--- src/rtl/assert_macros.svh ---
// Assertion helpers, included by llg_ctrl.
`ifndef ASSERT_MACROS_SVH
`define ASSERT_MACROS_SVH

// Implication checked on every clock edge, disabled while in reset.
`define ASSERT_IMPL(label, clk, rstn, ante, cons) \
    label: assert property (@(posedge clk) disable iff (!rstn) (ante) |-> (cons)) \
        else $error("assertion failed");

// Next-cycle implication, disabled while in reset.
`define ASSERT_NEXT(label, clk, rstn, ante, cons) \
    label: assert property (@(posedge clk) disable iff (!rstn) (ante) |=> (cons)) \
        else $error("assertion failed");

`endif

--- src/rtl/llg_pkg.sv ---
// ---------------------------------------------------------------------------
// llg_pkg
// Shared types, constants and arithmetic helpers for the spin integrator.
// ---------------------------------------------------------------------------
package llg_pkg;

    localparam int DW = 32;
    localparam int FB = 28;
    localparam int CW = 5;   // micro-op counter width

    typedef logic signed [DW-1:0] fx_t;

    localparam fx_t FX_MAX = {1'b0, {(DW-1){1'b1}}};
    localparam fx_t FX_MIN = {1'b1, {(DW-1){1'b0}}};

    localparam logic [2:0] REG_COUPLING = 3'd0;
    localparam logic [2:0] REG_STEP     = 3'd1;
    localparam logic [2:0] REG_INIT_X   = 3'd2;
    localparam logic [2:0] REG_INIT_Y   = 3'd3;
    localparam logic [2:0] REG_INIT_Z   = 3'd4;
    localparam logic [2:0] REG_INTERVAL = 3'd5;

    localparam logic [DW-1:0] INIT_SPIN_RESET = 32'd154981285;
    localparam logic [30:0]   STEP_RESET      = 31'd2684354;
    localparam logic [15:0]   INTERVAL_RESET  = 16'd10;

    // Per-cycle command from the controller.
    typedef struct packed {
        logic       load;      // capture field / reload spin
        logic       restart;
        logic       mul;       // run one multiply micro-op
        logic [CW-1:0] op;     // micro-op index within a stage
        logic       stage2;    // second RK stage
        logic       finish;    // unused by the datapath
    } dp_cmd_t;

    typedef struct packed {
        logic mul_done;
    } dp_sts_t;

    function automatic fx_t sat_add(input fx_t a, input fx_t b);
        logic signed [DW:0] s;
        begin
            s = {a[DW-1], a} + {b[DW-1], b};
            if (s[DW] != s[DW-1]) sat_add = s[DW] ? FX_MIN : FX_MAX;
            else sat_add = s[DW-1:0];
        end
    endfunction

    function automatic fx_t sat_sub(input fx_t a, input fx_t b);
        logic signed [DW:0] s;
        begin
            s = {a[DW-1], a} - {b[DW-1], b};
            if (s[DW] != s[DW-1]) sat_sub = s[DW] ? FX_MIN : FX_MAX;
            else sat_sub = s[DW-1:0];
        end
    endfunction

    // Product rounding: magnitude rounded half up, then signed saturation.
    // A product of two DW-bit magnitudes always fits in q.
    function automatic fx_t fround(input logic [2*DW-1:0] mag, input logic neg);
        logic [2*DW:0] r;
        logic [DW+4:0] q;
        begin
            r = {1'b0, mag} + ((2*DW+1)'(1) << (FB-1));
            q = r[FB +: DW+5];
            if (neg) begin
                if (q > (DW+5)'({1'b1, {(DW-1){1'b0}}})) fround = FX_MIN;
                else fround = fx_t'(-$signed({1'b0, q[DW-1:0]}));
            end else begin
                if (q > (DW+5)'(FX_MAX)) fround = FX_MAX;
                else fround = fx_t'(q[DW-1:0]);
            end
        end
    endfunction

endpackage

--- src/rtl/llg_datapath.sv ---
// ---------------------------------------------------------------------------
// llg_datapath
// Register file and one shared multiplier; runs micro-ops from the controller.
// ---------------------------------------------------------------------------
module llg_datapath import llg_pkg::*; (
    input  logic          aclk,
    input  logic          aresetn,
    input  dp_cmd_t       cmd,
    output dp_sts_t       sts,
    input  fx_t           field_x,
    input  fx_t           field_y,
    input  fx_t           field_z,
    input  fx_t           coupling,
    input  logic [30:0]   step_size,
    input  fx_t           init_x,
    input  fx_t           init_y,
    input  fx_t           init_z,
    output fx_t           spin_x,
    output fx_t           spin_y,
    output fx_t           spin_z
);

    fx_t s_reg [3];
    fx_t h_reg [3];
    fx_t a_reg [3];   // stage operand (s or s + r1)
    fx_t t_reg [3];   // a x H, then he
    fx_t d_reg [3];   // a x he
    fx_t p_reg;       // first product of a cross term
    fx_t r1_reg [3];
    fx_t mop_a, mop_b, prod;
    logic [2*DW-1:0] mag_reg;
    logic neg_reg, pend_reg;
    logic [CW-1:0] opd_reg;
    logic st2_reg;

    // Micro-ops per stage (0..17): cross(a,H) 0..5, coupling 6..8,
    // cross(a,he) 9..14, step 15..17. Pairs of products feed one difference.
    always_comb begin
        if (cmd.op < 5'd9) begin
            mop_a = coupling;
            mop_b = t_reg[2'(cmd.op - 5'd6)];
        end else begin
            mop_a = d_reg[2'(cmd.op - 5'd15)];
            mop_b = fx_t'({1'b0, step_size});
        end
    end

    // Cross-op ordering: 0:(1,2)-(2,1) 1:(2,0)-(0,2) 2:(0,1)-(1,0); op 2k/9+2k
    // is the first product, 2k+1/10+2k the second; a[i]*b[j] - a[j]*b[i].
    function automatic logic [1:0] ci(input logic [CW-1:0] o, input logic sel);
        logic [1:0] k;
        begin
            k = (o >= 5'd9) ? 2'((o - 5'd9) >> 1) : 2'(o >> 1);
            case (k)
                2'd0:    ci = sel ? 2'd2 : 2'd1;
                2'd1:    ci = sel ? 2'd0 : 2'd2;
                default: ci = sel ? 2'd1 : 2'd0;
            endcase
        end
    endfunction

    fx_t xa, xb, mul_a, mul_b;
    logic sec;
    always_comb begin
        sec = (cmd.op >= 5'd9) ? ~cmd.op[0] : cmd.op[0];
        xa = a_reg[sec ? ci(cmd.op, 1'b1) : ci(cmd.op, 1'b0)];
        xb = (cmd.op < 5'd6) ? h_reg[sec ? ci(cmd.op, 1'b0) : ci(cmd.op, 1'b1)]
                             : t_reg[sec ? ci(cmd.op, 1'b0) : ci(cmd.op, 1'b1)];
        mul_a = (cmd.op < 5'd6 || (cmd.op >= 5'd9 && cmd.op < 5'd15)) ? xa : mop_a;
        mul_b = (cmd.op < 5'd6 || (cmd.op >= 5'd9 && cmd.op < 5'd15)) ? xb : mop_b;
    end

    logic [DW-1:0] ma, mb;
    assign ma = mul_a[DW-1] ? DW'(-mul_a) : DW'(mul_a);
    assign mb = mul_b[DW-1] ? DW'(-mul_b) : DW'(mul_b);

    assign prod = fround(mag_reg, neg_reg);

    // writeback decode of the op in flight
    logic wb_cross, wb_first;
    logic [1:0] wb_k, wb_c, wb_j;
    assign wb_cross = (opd_reg < 5'd6) || (opd_reg >= 5'd9 && opd_reg < 5'd15);
    assign wb_first = (opd_reg >= 5'd9) ? opd_reg[0] : ~opd_reg[0];
    assign wb_k = (opd_reg >= 5'd9) ? 2'((opd_reg - 5'd9) >> 1) : 2'(opd_reg >> 1);
    assign wb_c = 2'(opd_reg - 5'd6);
    assign wb_j = 2'(opd_reg - 5'd15);

    always_ff @(posedge aclk) begin
        // stage 1: magnitude product registered
        mag_reg <= ma * mb;
        neg_reg <= mul_a[DW-1] ^ mul_b[DW-1];
        opd_reg <= cmd.op;
        st2_reg <= cmd.stage2;
        if (cmd.load) begin
            h_reg[0] <= field_x;
            h_reg[1] <= field_y;
            h_reg[2] <= field_z;
            if (cmd.restart) begin
                s_reg[0] <= init_x; s_reg[1] <= init_y; s_reg[2] <= init_z;
                a_reg[0] <= init_x; a_reg[1] <= init_y; a_reg[2] <= init_z;
            end else begin
                a_reg <= s_reg;
            end
        end
        // stage 2: rounded product consumed
        if (pend_reg) begin
            if (wb_cross) begin
                if (wb_first)
                    p_reg <= prod;
                else if (opd_reg < 5'd6)
                    t_reg[wb_k] <= sat_sub(p_reg, prod);
                else
                    d_reg[wb_k] <= sat_sub(p_reg, prod);
            end else if (opd_reg < 5'd9) begin
                t_reg[wb_c] <= sat_add(h_reg[wb_c], prod);
            end else begin
                if (!st2_reg) begin
                    r1_reg[wb_j] <= prod;
                    a_reg[wb_j]  <= sat_add(s_reg[wb_j], prod);
                end else begin
                    s_reg[wb_j] <= sat_add(s_reg[wb_j],
                        (r1_reg[wb_j] & prod) + (fx_t'(r1_reg[wb_j] ^ prod) >>> 1));
                end
            end
        end
    end

    always_ff @(posedge aclk) begin
        if (!aresetn) begin
            pend_reg <= 1'b0;
        end else begin
            pend_reg <= cmd.mul;
        end
    end

    assign sts.mul_done = pend_reg;
    assign spin_x = s_reg[0];
    assign spin_y = s_reg[1];
    assign spin_z = s_reg[2];

endmodule

--- src/rtl/llg_ctrl.sv ---
// ---------------------------------------------------------------------------
// llg_ctrl
// Sequencer: issues both RK stages' micro-ops, each after the prior writeback.
// ---------------------------------------------------------------------------
`include "assert_macros.svh"
module llg_ctrl import llg_pkg::*; (
    input  logic      aclk,
    input  logic      aresetn,
    input  logic      start,
    input  logic      restart,
    input  logic      hold,
    input  dp_sts_t   sts,
    output dp_cmd_t   cmd,
    output logic      busy,
    output logic      done
);

    typedef enum logic [3:0] {
        ST_IDLE  = 4'b0001,
        ST_ISSUE = 4'b0010,
        ST_WAIT  = 4'b0100,
        ST_DONE  = 4'b1000
    } state_t;

    state_t state_reg, state_next;
    logic [CW-1:0] op_reg, op_next;
    logic st2_reg, st2_next;

    always_comb begin
        state_next = state_reg;
        op_next = op_reg;
        st2_next = st2_reg;
        cmd = '0;
        cmd.op = op_reg;
        cmd.stage2 = st2_reg;
        cmd.restart = restart;
        done = 1'b0;
        case (state_reg)
            ST_IDLE: begin
                if (start) begin
                    cmd.load = 1'b1;
                    op_next = '0;
                    st2_next = 1'b0;
                    state_next = ST_ISSUE;
                end
            end
            ST_ISSUE: begin
                cmd.mul = 1'b1;
                state_next = ST_WAIT;
            end
            ST_WAIT: begin
                if (sts.mul_done) begin
                    if (op_reg == 5'd17) begin
                        op_next = '0;
                        if (st2_reg) state_next = ST_DONE;
                        else begin
                            st2_next = 1'b1;
                            state_next = ST_ISSUE;
                        end
                    end else begin
                        op_next = op_reg + 5'd1;
                        state_next = ST_ISSUE;
                    end
                end
            end
            ST_DONE: begin
                // wait here while this step emits and the output register is still full
                if (!hold) begin
                    done = 1'b1;
                    state_next = ST_IDLE;
                end
            end
            default: state_next = ST_IDLE;
        endcase
    end

    always_ff @(posedge aclk) begin
        if (!aresetn) begin
            state_reg <= ST_IDLE;
            op_reg <= '0;
            st2_reg <= 1'b0;
        end else begin
            state_reg <= state_next;
            op_reg <= op_next;
            st2_reg <= st2_next;
        end
    end

    assign busy = (state_reg != ST_IDLE);

    `ASSERT_IMPL(a_op_range, aclk, aresetn, 1'b1, op_reg <= 5'd17)
    `ASSERT_NEXT(a_issue_wait, aclk, aresetn, state_reg == ST_ISSUE, state_reg == ST_WAIT)
    `ASSERT_NEXT(a_done_idle, aclk, aresetn, state_reg == ST_DONE && !hold, state_reg == ST_IDLE)

endmodule

--- src/rtl/llg_spin_heun_step.sv ---
// ---------------------------------------------------------------------------
// llg_spin_heun_step
// Macrospin LLG integrator: one Heun step per input word.
// ---------------------------------------------------------------------------
// channel   dir  payload
// s_axis    in   field_x/y/z, restart (tuser)
// m_axis    out  spin_x/y/z
// cfg       in   register writes
// Each word goes through a load, 36 multiplies on one shared multiplier (issue then
// writeback each) and a done state before the next word is accepted.
// The step-count remainder runs bit by bit in the shadow of the multiplies.
// Reset loads the initial spin and zeroes the step count.
// The next word is taken while a result waits in the output register;
// a finished step that emits stalls in its done state only while that register is full.
module llg_spin_heun_step import llg_pkg::*; (
    input  logic          aclk,
    input  logic          aresetn,
    input  logic          s_tvalid,
    output logic          s_tready,
    input  logic [95:0]   s_tdata,   // field_x, field_y, field_z
    input  logic          s_tuser,   // restart
    output logic          m_tvalid,
    input  logic          m_tready,
    output logic [95:0]   m_tdata,   // spin_x, spin_y, spin_z
    input  logic          cfg_we,
    input  logic [2:0]    cfg_index,
    input  logic [31:0]   cfg_data
);

    fx_t coupling_reg, init_x_reg, init_y_reg, init_z_reg;
    logic [30:0] step_reg;
    logic [15:0] interval_reg, count_reg, dvd_reg;
    logic [16:0] rem_reg, rem_shift;
    logic [4:0] bit_reg;
    logic busy, done, start, emit, hold;
    dp_cmd_t cmd;
    dp_sts_t sts;
    fx_t sx, sy, sz;

    always_ff @(posedge aclk) begin
        if (!aresetn) begin
            coupling_reg <= '0;
            step_reg     <= STEP_RESET;
            init_x_reg   <= INIT_SPIN_RESET;
            init_y_reg   <= INIT_SPIN_RESET;
            init_z_reg   <= INIT_SPIN_RESET;
            interval_reg <= INTERVAL_RESET;
        end else if (cfg_we) begin
            case (cfg_index)
                REG_COUPLING: coupling_reg <= cfg_data;
                REG_STEP:     step_reg     <= cfg_data[30:0];
                REG_INIT_X:   init_x_reg   <= cfg_data;
                REG_INIT_Y:   init_y_reg   <= cfg_data;
                REG_INIT_Z:   init_z_reg   <= cfg_data;
                REG_INTERVAL: interval_reg <= cfg_data[15:0];
                default: ;
            endcase
        end
    end

    assign s_tready = !busy;
    assign start = s_tvalid && s_tready;

    // step count mod interval, zero interval emits every step
    assign rem_shift = {rem_reg[15:0], dvd_reg[15]};
    assign emit = (interval_reg == 16'd0) || (rem_reg == 17'd0);
    assign hold = emit && m_tvalid && !m_tready;

    llg_ctrl u_ctrl (
        .aclk, .aresetn, .start, .restart(s_tuser), .hold, .sts, .cmd, .busy, .done
    );

    // Reset spin uses the init reset values: datapath starts from a restart-like load.
    logic first_reg;
    llg_datapath u_dp (
        .aclk, .aresetn, .cmd(dp_cmd_t'({cmd.load, cmd.restart | first_reg,
                                         cmd.mul, cmd.op, cmd.stage2, cmd.finish})),
        .sts, .field_x(s_tdata[31:0]), .field_y(s_tdata[63:32]),
        .field_z(s_tdata[95:64]), .coupling(coupling_reg), .step_size(step_reg),
        .init_x((first_reg && !s_tuser) ? INIT_SPIN_RESET : init_x_reg),
        .init_y((first_reg && !s_tuser) ? INIT_SPIN_RESET : init_y_reg),
        .init_z((first_reg && !s_tuser) ? INIT_SPIN_RESET : init_z_reg),
        .spin_x(sx), .spin_y(sy), .spin_z(sz)
    );

    // restoring remainder, one bit per cycle, msb first
    always_ff @(posedge aclk) begin
        if (!aresetn) begin
            first_reg <= 1'b1;
            count_reg <= '0;
            dvd_reg   <= '0;
            rem_reg   <= '0;
            bit_reg   <= '0;
            m_tvalid  <= 1'b0;
        end else begin
            if (start) begin
                first_reg <= 1'b0;
                dvd_reg   <= s_tuser ? 16'd0 : count_reg;
                count_reg <= (s_tuser ? 16'd0 : count_reg) + 16'd1;
                rem_reg   <= '0;
                bit_reg   <= 5'd16;
            end else if (bit_reg != 5'd0) begin
                rem_reg <= (rem_shift >= {1'b0, interval_reg})
                           ? rem_shift - {1'b0, interval_reg} : rem_shift;
                dvd_reg <= {dvd_reg[14:0], 1'b0};
                bit_reg <= bit_reg - 5'd1;
            end
            if (done && emit) m_tvalid <= 1'b1;
            else if (m_tready) m_tvalid <= 1'b0;
        end
    end

    always_ff @(posedge aclk) begin
        if (done && emit) m_tdata <= {sz, sy, sx};
    end

endmodule

--- config.mk ---
export PLATFORM = sky130hd
export DESIGN_NAME = llg_spin_heun_step
export DESIGN_NICKNAME = d
export VERILOG_FILES = /design/src/rtl/llg_pkg.sv /design/src/rtl/llg_datapath.sv /design/src/rtl/llg_ctrl.sv /design/src/rtl/llg_spin_heun_step.sv
export VERILOG_INCLUDE_DIRS = /design/src /design/src/rtl
export SDC_FILE = /design/constraint.sdc
export NUM_CORES = 2
export LEC_CHECK = 0
export BUFFER_PORTS_ARGS = -buffer_cell sky130_fd_sc_hd__buf_2
export CORE_MARGIN = 5
export CORE_UTILIZATION = 35
export CTS_BUF_LIST = sky130_fd_sc_hd__clkbuf_8 sky130_fd_sc_hd__clkbuf_16
export CTS_CLUSTER_SIZE = 30
export DETAILED_ROUTE_END_ITERATION = 16
export PLACE_DENSITY_LB_ADDON = 0.08
export SYNTH_ARGS = -nofsm -noshare
export SYNTH_HDL_FRONTEND = slang
export SYNTH_SLANG_ARGS = --single-unit
--- constraint.sdc ---
create_clock -name aclk -period 29.7 [get_ports aclk]
set_input_delay 5.94 -clock aclk [delete_from_list [all_inputs] [get_ports aclk]]
set_output_delay 5.94 -clock aclk [all_outputs]
set_load 0.03 [all_outputs]
# After elaboration in Yosys (flattened, before gate mapping)
# Memories as Yosys holds them, arrays and structs flattened.
# Cells that the tools add are included.
dict set report word_totals {
  n_memories 4
  elab_cells 250
  out_inout_bits 98
  mem_bits_rw 384
  regBits 633
}
# name depth word_bits read_ports rd_ports_with_merged_regs write_ports line_no
set memory_table {}
lappend memory_table {u_dp.d_reg 3 32 1 0 1 llg_datapath.sv:27} ;# fx_t d_reg [3];
lappend memory_table {u_dp.h_reg 3 32 2 0 3 llg_datapath.sv:24} ;# fx_t h_reg [3];
lappend memory_table {u_dp.r1_reg 3 32 1 0 1 llg_datapath.sv:29} ;# fx_t r1_reg [3];
lappend memory_table {u_dp.t_reg 3 32 2 0 1 llg_datapath.sv:26} ;# fx_t t_reg [3];
dict set report classes {
  multipliers 1
  add_sub_neg 19
  n_reduce_logical 34
  order_cmp 14
  bitwise 9
  n_mux 120
  eq_ne 20
}
# cell n
set ops {}
lappend ops {{$mux 32} 46}
lappend ops {{$mux 96} 11}
lappend ops {{$bwmux 96} 2}
lappend ops {{$bmux 32 s2} 2}
lappend ops {{$add 32x32->33} 3}
lappend ops {{$neg 32->32} 3}
lappend ops {{$add 64x28->65 const B} 1}
lappend ops {{$demux 32 s2} 1}
lappend ops {{$mul 32x32->64} 1}
lappend ops {{$mux 16} 3}
lappend ops {{$gt 37x31->1 const B} 1}
lappend ops {{$gt 37x32->1 const B} 1}
lappend ops {{$mux 1} 34}
lappend ops {{$sub 32x32->33} 1}
lappend ops {{$add 32x31->32} 1}
lappend ops {{$and 32x32->32} 1}
lappend ops {{$reduce_or 32->1} 1}
lappend ops {{$xor 32x32->32} 1}
lappend ops {{$mux 5} 5}
lappend ops {{$lt 5x4->1 const B} 4}
lappend ops {{$mux 4} 5}
lappend ops {{$ge 17x16->1} 1}
lappend ops {{$logic_not 17->1} 1}
lappend ops {{$mux 17} 1}
lappend ops {{other kinds (44)} 86}

# Logic depth before layout (Yosys ltp)
dict set report logic_depth {
  word_depth 18
  depth_mapped 52
}

# Modules after synthesis
# Synthesis repeated with hierarchy kept, for this count alone.
dict set report unflattened {
  hier_cells 9751
  hier_area_um2 88805.2
}
# module seq_area_each_um2 n_inst cells_per_inst area_per_inst_um2
set modules_own_cells {}
lappend modules_own_cells {llg_datapath 17236.5 1 8206 74635.3}
lappend modules_own_cells {llg_spin_heun_step 7507.2 1 1466 13496.7}
lappend modules_own_cells {llg_ctrl 200.2 1 79 673.1}

# Worst setup path after synthesis
# No wires, ideal clock.
dict set report synth_path {
  path_kind {register -> register}
  from {register u_ctrl.op_reg[1]}
  to {register u_dp.mag_reg[53]}
  period_less_slack_ps 11127
  setup_time_ps 72
  arrival_ps 11055
  slack_ps 18573
  required_ps 29628
  stages_incl_launch_ff 52
  cell_sequence {dfxtp_1 > inv_2 > ha_1 > o41a_1 > o22ai_1 > and2_1 > a22o_1 > buf_4 > a32o_1 > a21oi_1 > inv_1 > clkbuf_1 > ha_1 > and3_1 > nand2_1 > nor3_2 > a31oi_1 > xnor2_1 > (+16 left out) > inv_1 > ha_1 > a21o_1 > a21o_1 > a21oi_1 > nand3_1 > nor3_1 > o21ai_0 > o211ai_1 > nand2_1 > o2111a_1 > o21a_2 > o21ai_2 > o221ai_4 > a31oi_2 > o21bai_2 > a221oi_2 > xnor2_1}
}
dict set report synth_via {
  elab_chain_len 13
  word_cells_on_any_way 34
}
# element line_no
set synth_rtl {}
lappend synth_rtl {{start, declared} llg_ctrl.sv:26} ;# logic [CW-1:0] op_reg, op_next;
lappend synth_rtl {{start signal, assigned} llg_ctrl.sv:84} ;# op_reg <= op_next;
lappend synth_rtl {{$ge 5x4->1 or $sub 3x1->3 (tied branches)} n/a}
lappend synth_rtl {{$mux 2} llg_datapath.sv:53} ;# k = (o >= 5'd9) ? 2'((o - 5'd9) >> 1) : 2'(o >> 1);
lappend synth_rtl {{$eq 2x1->1 or $logic_not 2->1 (tied branches)} llg_datapath.sv:54} ;# case (k)
lappend synth_rtl {{$pmux 2 s2} llg_datapath.sv:54}
lappend synth_rtl {{$mux 2} llg_datapath.sv:66} ;# xa = a_reg[sec ? ci(cmd.op, 1'b1) : ci(cmd.op, 1'b0)];
lappend synth_rtl {{$not 2->3} llg_datapath.sv:66}
lappend synth_rtl {{$bmux 32 s2} llg_datapath.sv:66}
lappend synth_rtl {{$mux 32 (2 in a row)} llg_datapath.sv:66}
lappend synth_rtl {{$mux 32} llg_datapath.sv:69} ;# mul_a = (cmd.op < 5'd6 || (cmd.op >= 5'd9 && cmd.op < 5'd15)) ? xa : mop_a;
lappend synth_rtl {{$neg 32->32} llg_datapath.sv:74} ;# assign ma = mul_a[DW-1] ? DW'(-mul_a) : DW'(mul_a);
lappend synth_rtl {{$mux 32} llg_datapath.sv:74}
lappend synth_rtl {{$mul 32x32->64 *} llg_datapath.sv:90} ;# mag_reg <= ma * mb;
lappend synth_rtl {{end signal, assigned} llg_datapath.sv:90}
lappend synth_rtl {{end, declared} llg_datapath.sv:31} ;# logic [2*DW-1:0] mag_reg;
# Mark *: on every way between the ends. The rest lies on a longest branch, timed or not. The select of a mux whose other input is x is not followed.
# A chain may end at the register's enable or synchronous reset.

# Final worst setup path
dict set report layout_path {
  from {register u_ctrl.op_reg[1]}
  to {register u_dp.mag_reg[63]}
}
# Same word-level chain as after synthesis.

==> impl_metrics.tcl <==
set metrics [dict create \
    status "finished, final reports clean" \
    synth_area_sq_um 84600 \
    clk_path_buf_depth 3 \
    yosysWarnings 0 \
    initial_core_util 0.352 \
    clk_pin_slew_worst_paths_ns 0.07 \
    drv_cap 0 \
    grt_usage 0.272 \
    rows 180 \
    stdcell_count 12600 \
    hold_buffers 0 \
    die_h_microns 502 \
    via_count 69100 \
    coreArea_sq_um 241000 \
    synth.area.top_cells "fa_1 21%, edfxtp_1 18%, dfxtp_1 11%" \
    synthFlopType "edfxtp_1" \
    syn-num-nets 10700 \
    worstMarginPinSlew_ns 1.36 \
    synth.top_cell.area_share 0.213 \
    finalNetCount 10800 \
    io_pins 235 \
    yosysUniqueCellTypes 109 \
    htree_levels 3 \
    rsz0062_at_grt "no" \
    pre_cts_ws_ns 14.69 \
    cp_data_arrival_time_ns 15.63 \
    startpoint_type "flop" \
    first_global_vias 68300 \
    cts_sinks 990 \
    grt_max_degree 78 \
    worst-setup-path-type "flop to flop" \
    fin_skew_ns 0.137 \
    drive_gt1_frac 0.0918 \
    worst_slack_ns 14.66 \
    synth_top_area_cell "fa_1" \
    grt_pass1_wl_mm 498 \
    grt_antenna_before_repair 27 \
    dr.pass1.iters 8 \
    fin_util 0.391 \
    ys_ff_latch 990 \
    crit_path_end_kind "flop" \
    yosysMostFrequentCell "nand2_1" \
    hp-class "flop to flop" \
    ys_async_sr_fraction 0 \
    synth_edf_count 512 \
    syn_inst 9186 \
    cts_setup_buffers 0 \
    dp_cells 12300 \
    ant_nets 0 \
    finalCriticalPeriod_ns 15.04 \
    max_freq_mhz 66.5 \
    cpMaxStageDelayCell "o21ai_0" \
    fin_crit_sh 0.506 \
    die_width_microns 502 \
    dpl.hpwl_mm 257 \
    setup_viol_count_final 0 \
    maxSlewHeadroom 0.0859 \
    syn2layout_area_growth_pct 11.3 \
    dieArea_sq_um 252000 \
    grt_overflow 0 \
    hold_viol_final 0 \
    post-route-drc-count 0 \
    tns_ns 0 \
    path_common_cell "fa_1" \
    synthTopCellsByCount "1375 x nand2_1, 1054 x inv_1, 901 x fa_1, 847 x nor2_1, 560 x a21oi_1" \
    wirelength_mm 347 \
    yosysSeqAreaShare 0.295 \
    place.gp.congestion 0.916 \
    port_buffers 234 \
    cts_made_buffers 114 \
    clock-root-buffer "clkbuf_16" \
    cts_tree "done" \
    wl_per_cell_microns 27.6 \
    drtIter0Drc 6369 \
    viasPerCell 5.50 \
    worstPathRequired_ns 30.29 \
    slowest_delay_ns 0.79 \
    drv_slew 0 \
    avgSynthCellArea_sq_um 9.21 \
    cts.repair.resized 0 \
    clock_latency_ns 0.85 \
    cp_max_fo 72 \
]
==> critical path, delay by kind of cell, from the launching register on <==
family                     cells  cell delay, ns
and+or+nand+nor               10            2.28
DFF                            1            0.31
AOI/OAI and AO/OA             16            4.05
xor gates and xnor gates       2            0.38
muxes                          1            0.25
buffers and inverters         12            2.69
adders and majority gates     10            4.78
==> per-stage QoR <==
step                      hold slack (ns)  cell area [sq um]
after CTS                           0.389              94100
final                               0.389              94100
after global routing                0.406              94100
after global placement              0.375              90200
after detailed placement            0.377              90200
after floorplan                     0.326              84600
==> area by class of cell <==
class                      count  area [sq um]
inverter                    1062          3990
antenna                        6          15.0
clock inverter                92           878
clock buffer                 124          3000
tap                         3185          3990
timing repair buffer         469          2940
multi-input combinational   6630         54300
sequential                   990         25000
fill                       24300        146000
==> cell families after synthesis <==
| kind of cell | synth area share |
|---|---|
| AOI/OAI and AO/OA | 0.138 |
| xor gates and xnor gates | 0.0322 |
| adders and majority gates | 0.287 |
| buffers and inverters | 0.0717 |
| DFF | 0.295 |
| muxes | 0.0342 |
| and+or+nand+nor | 0.143 |
==> layout by cell type (no fill, tap or decap), types with 96 or more instances in the layout <==
cell type,Yosys,layout
a21o_1,127,126
a21oi_1,560,560
buf_2,63,234
buf_4,12,235
clkbuf_16,0,115
dfxtp_1,478,473
edfxtp_1,512,512
fa_1,901,901
ha_1,481,479
inv_1,1054,1067
mux2i_1,234,233
nand2_1,1375,1374
nand3_1,186,186
nor2_1,847,838
o21ai_0,372,369
xnor2_1,176,142
xor2_1,122,96
==> final timing paths <==
check | startpoint | endpoint | slack, ns | depth (start not counted)
setup reg to reg | u_ctrl.op_reg[1]$_SDFFE_PN0P_ | u_dp.mag_reg[63]$_DFF_P_ | 14.66 | 51
setup / recovery | u_ctrl.op_reg[1]$_SDFFE_PN0P_ | u_dp.mag_reg[63]$_DFF_P_ | 14.66 | 51
hold reg to reg | u_ctrl.st2_reg$_SDFFE_PN0P_ | u_dp.st2_reg$_DFF_P_ | 0.39 | 0
hold / removal | u_ctrl.st2_reg$_SDFFE_PN0P_ | u_dp.st2_reg$_DFF_P_ | 0.39 | 0
==> routing by layer <==
| layer | vias to the layer above | wire length (microns) | global-route usage |
|---|---|---|---|
| met3 | 495 | 24600 | 0.0461 |
| met2 | 2586 | 150000 | 0.412 |
| li1 | 30900 | - | - |
| met4 | 6 | 15400 | 0.103 |
| met1 | 35100 | 157000 | 0.390 |
| met5 | - | 38 | 0 |
Power is left out: the tool's default activity adds up to more than one toggle a clock period on the data nets, which glitch-free logic cannot reach.
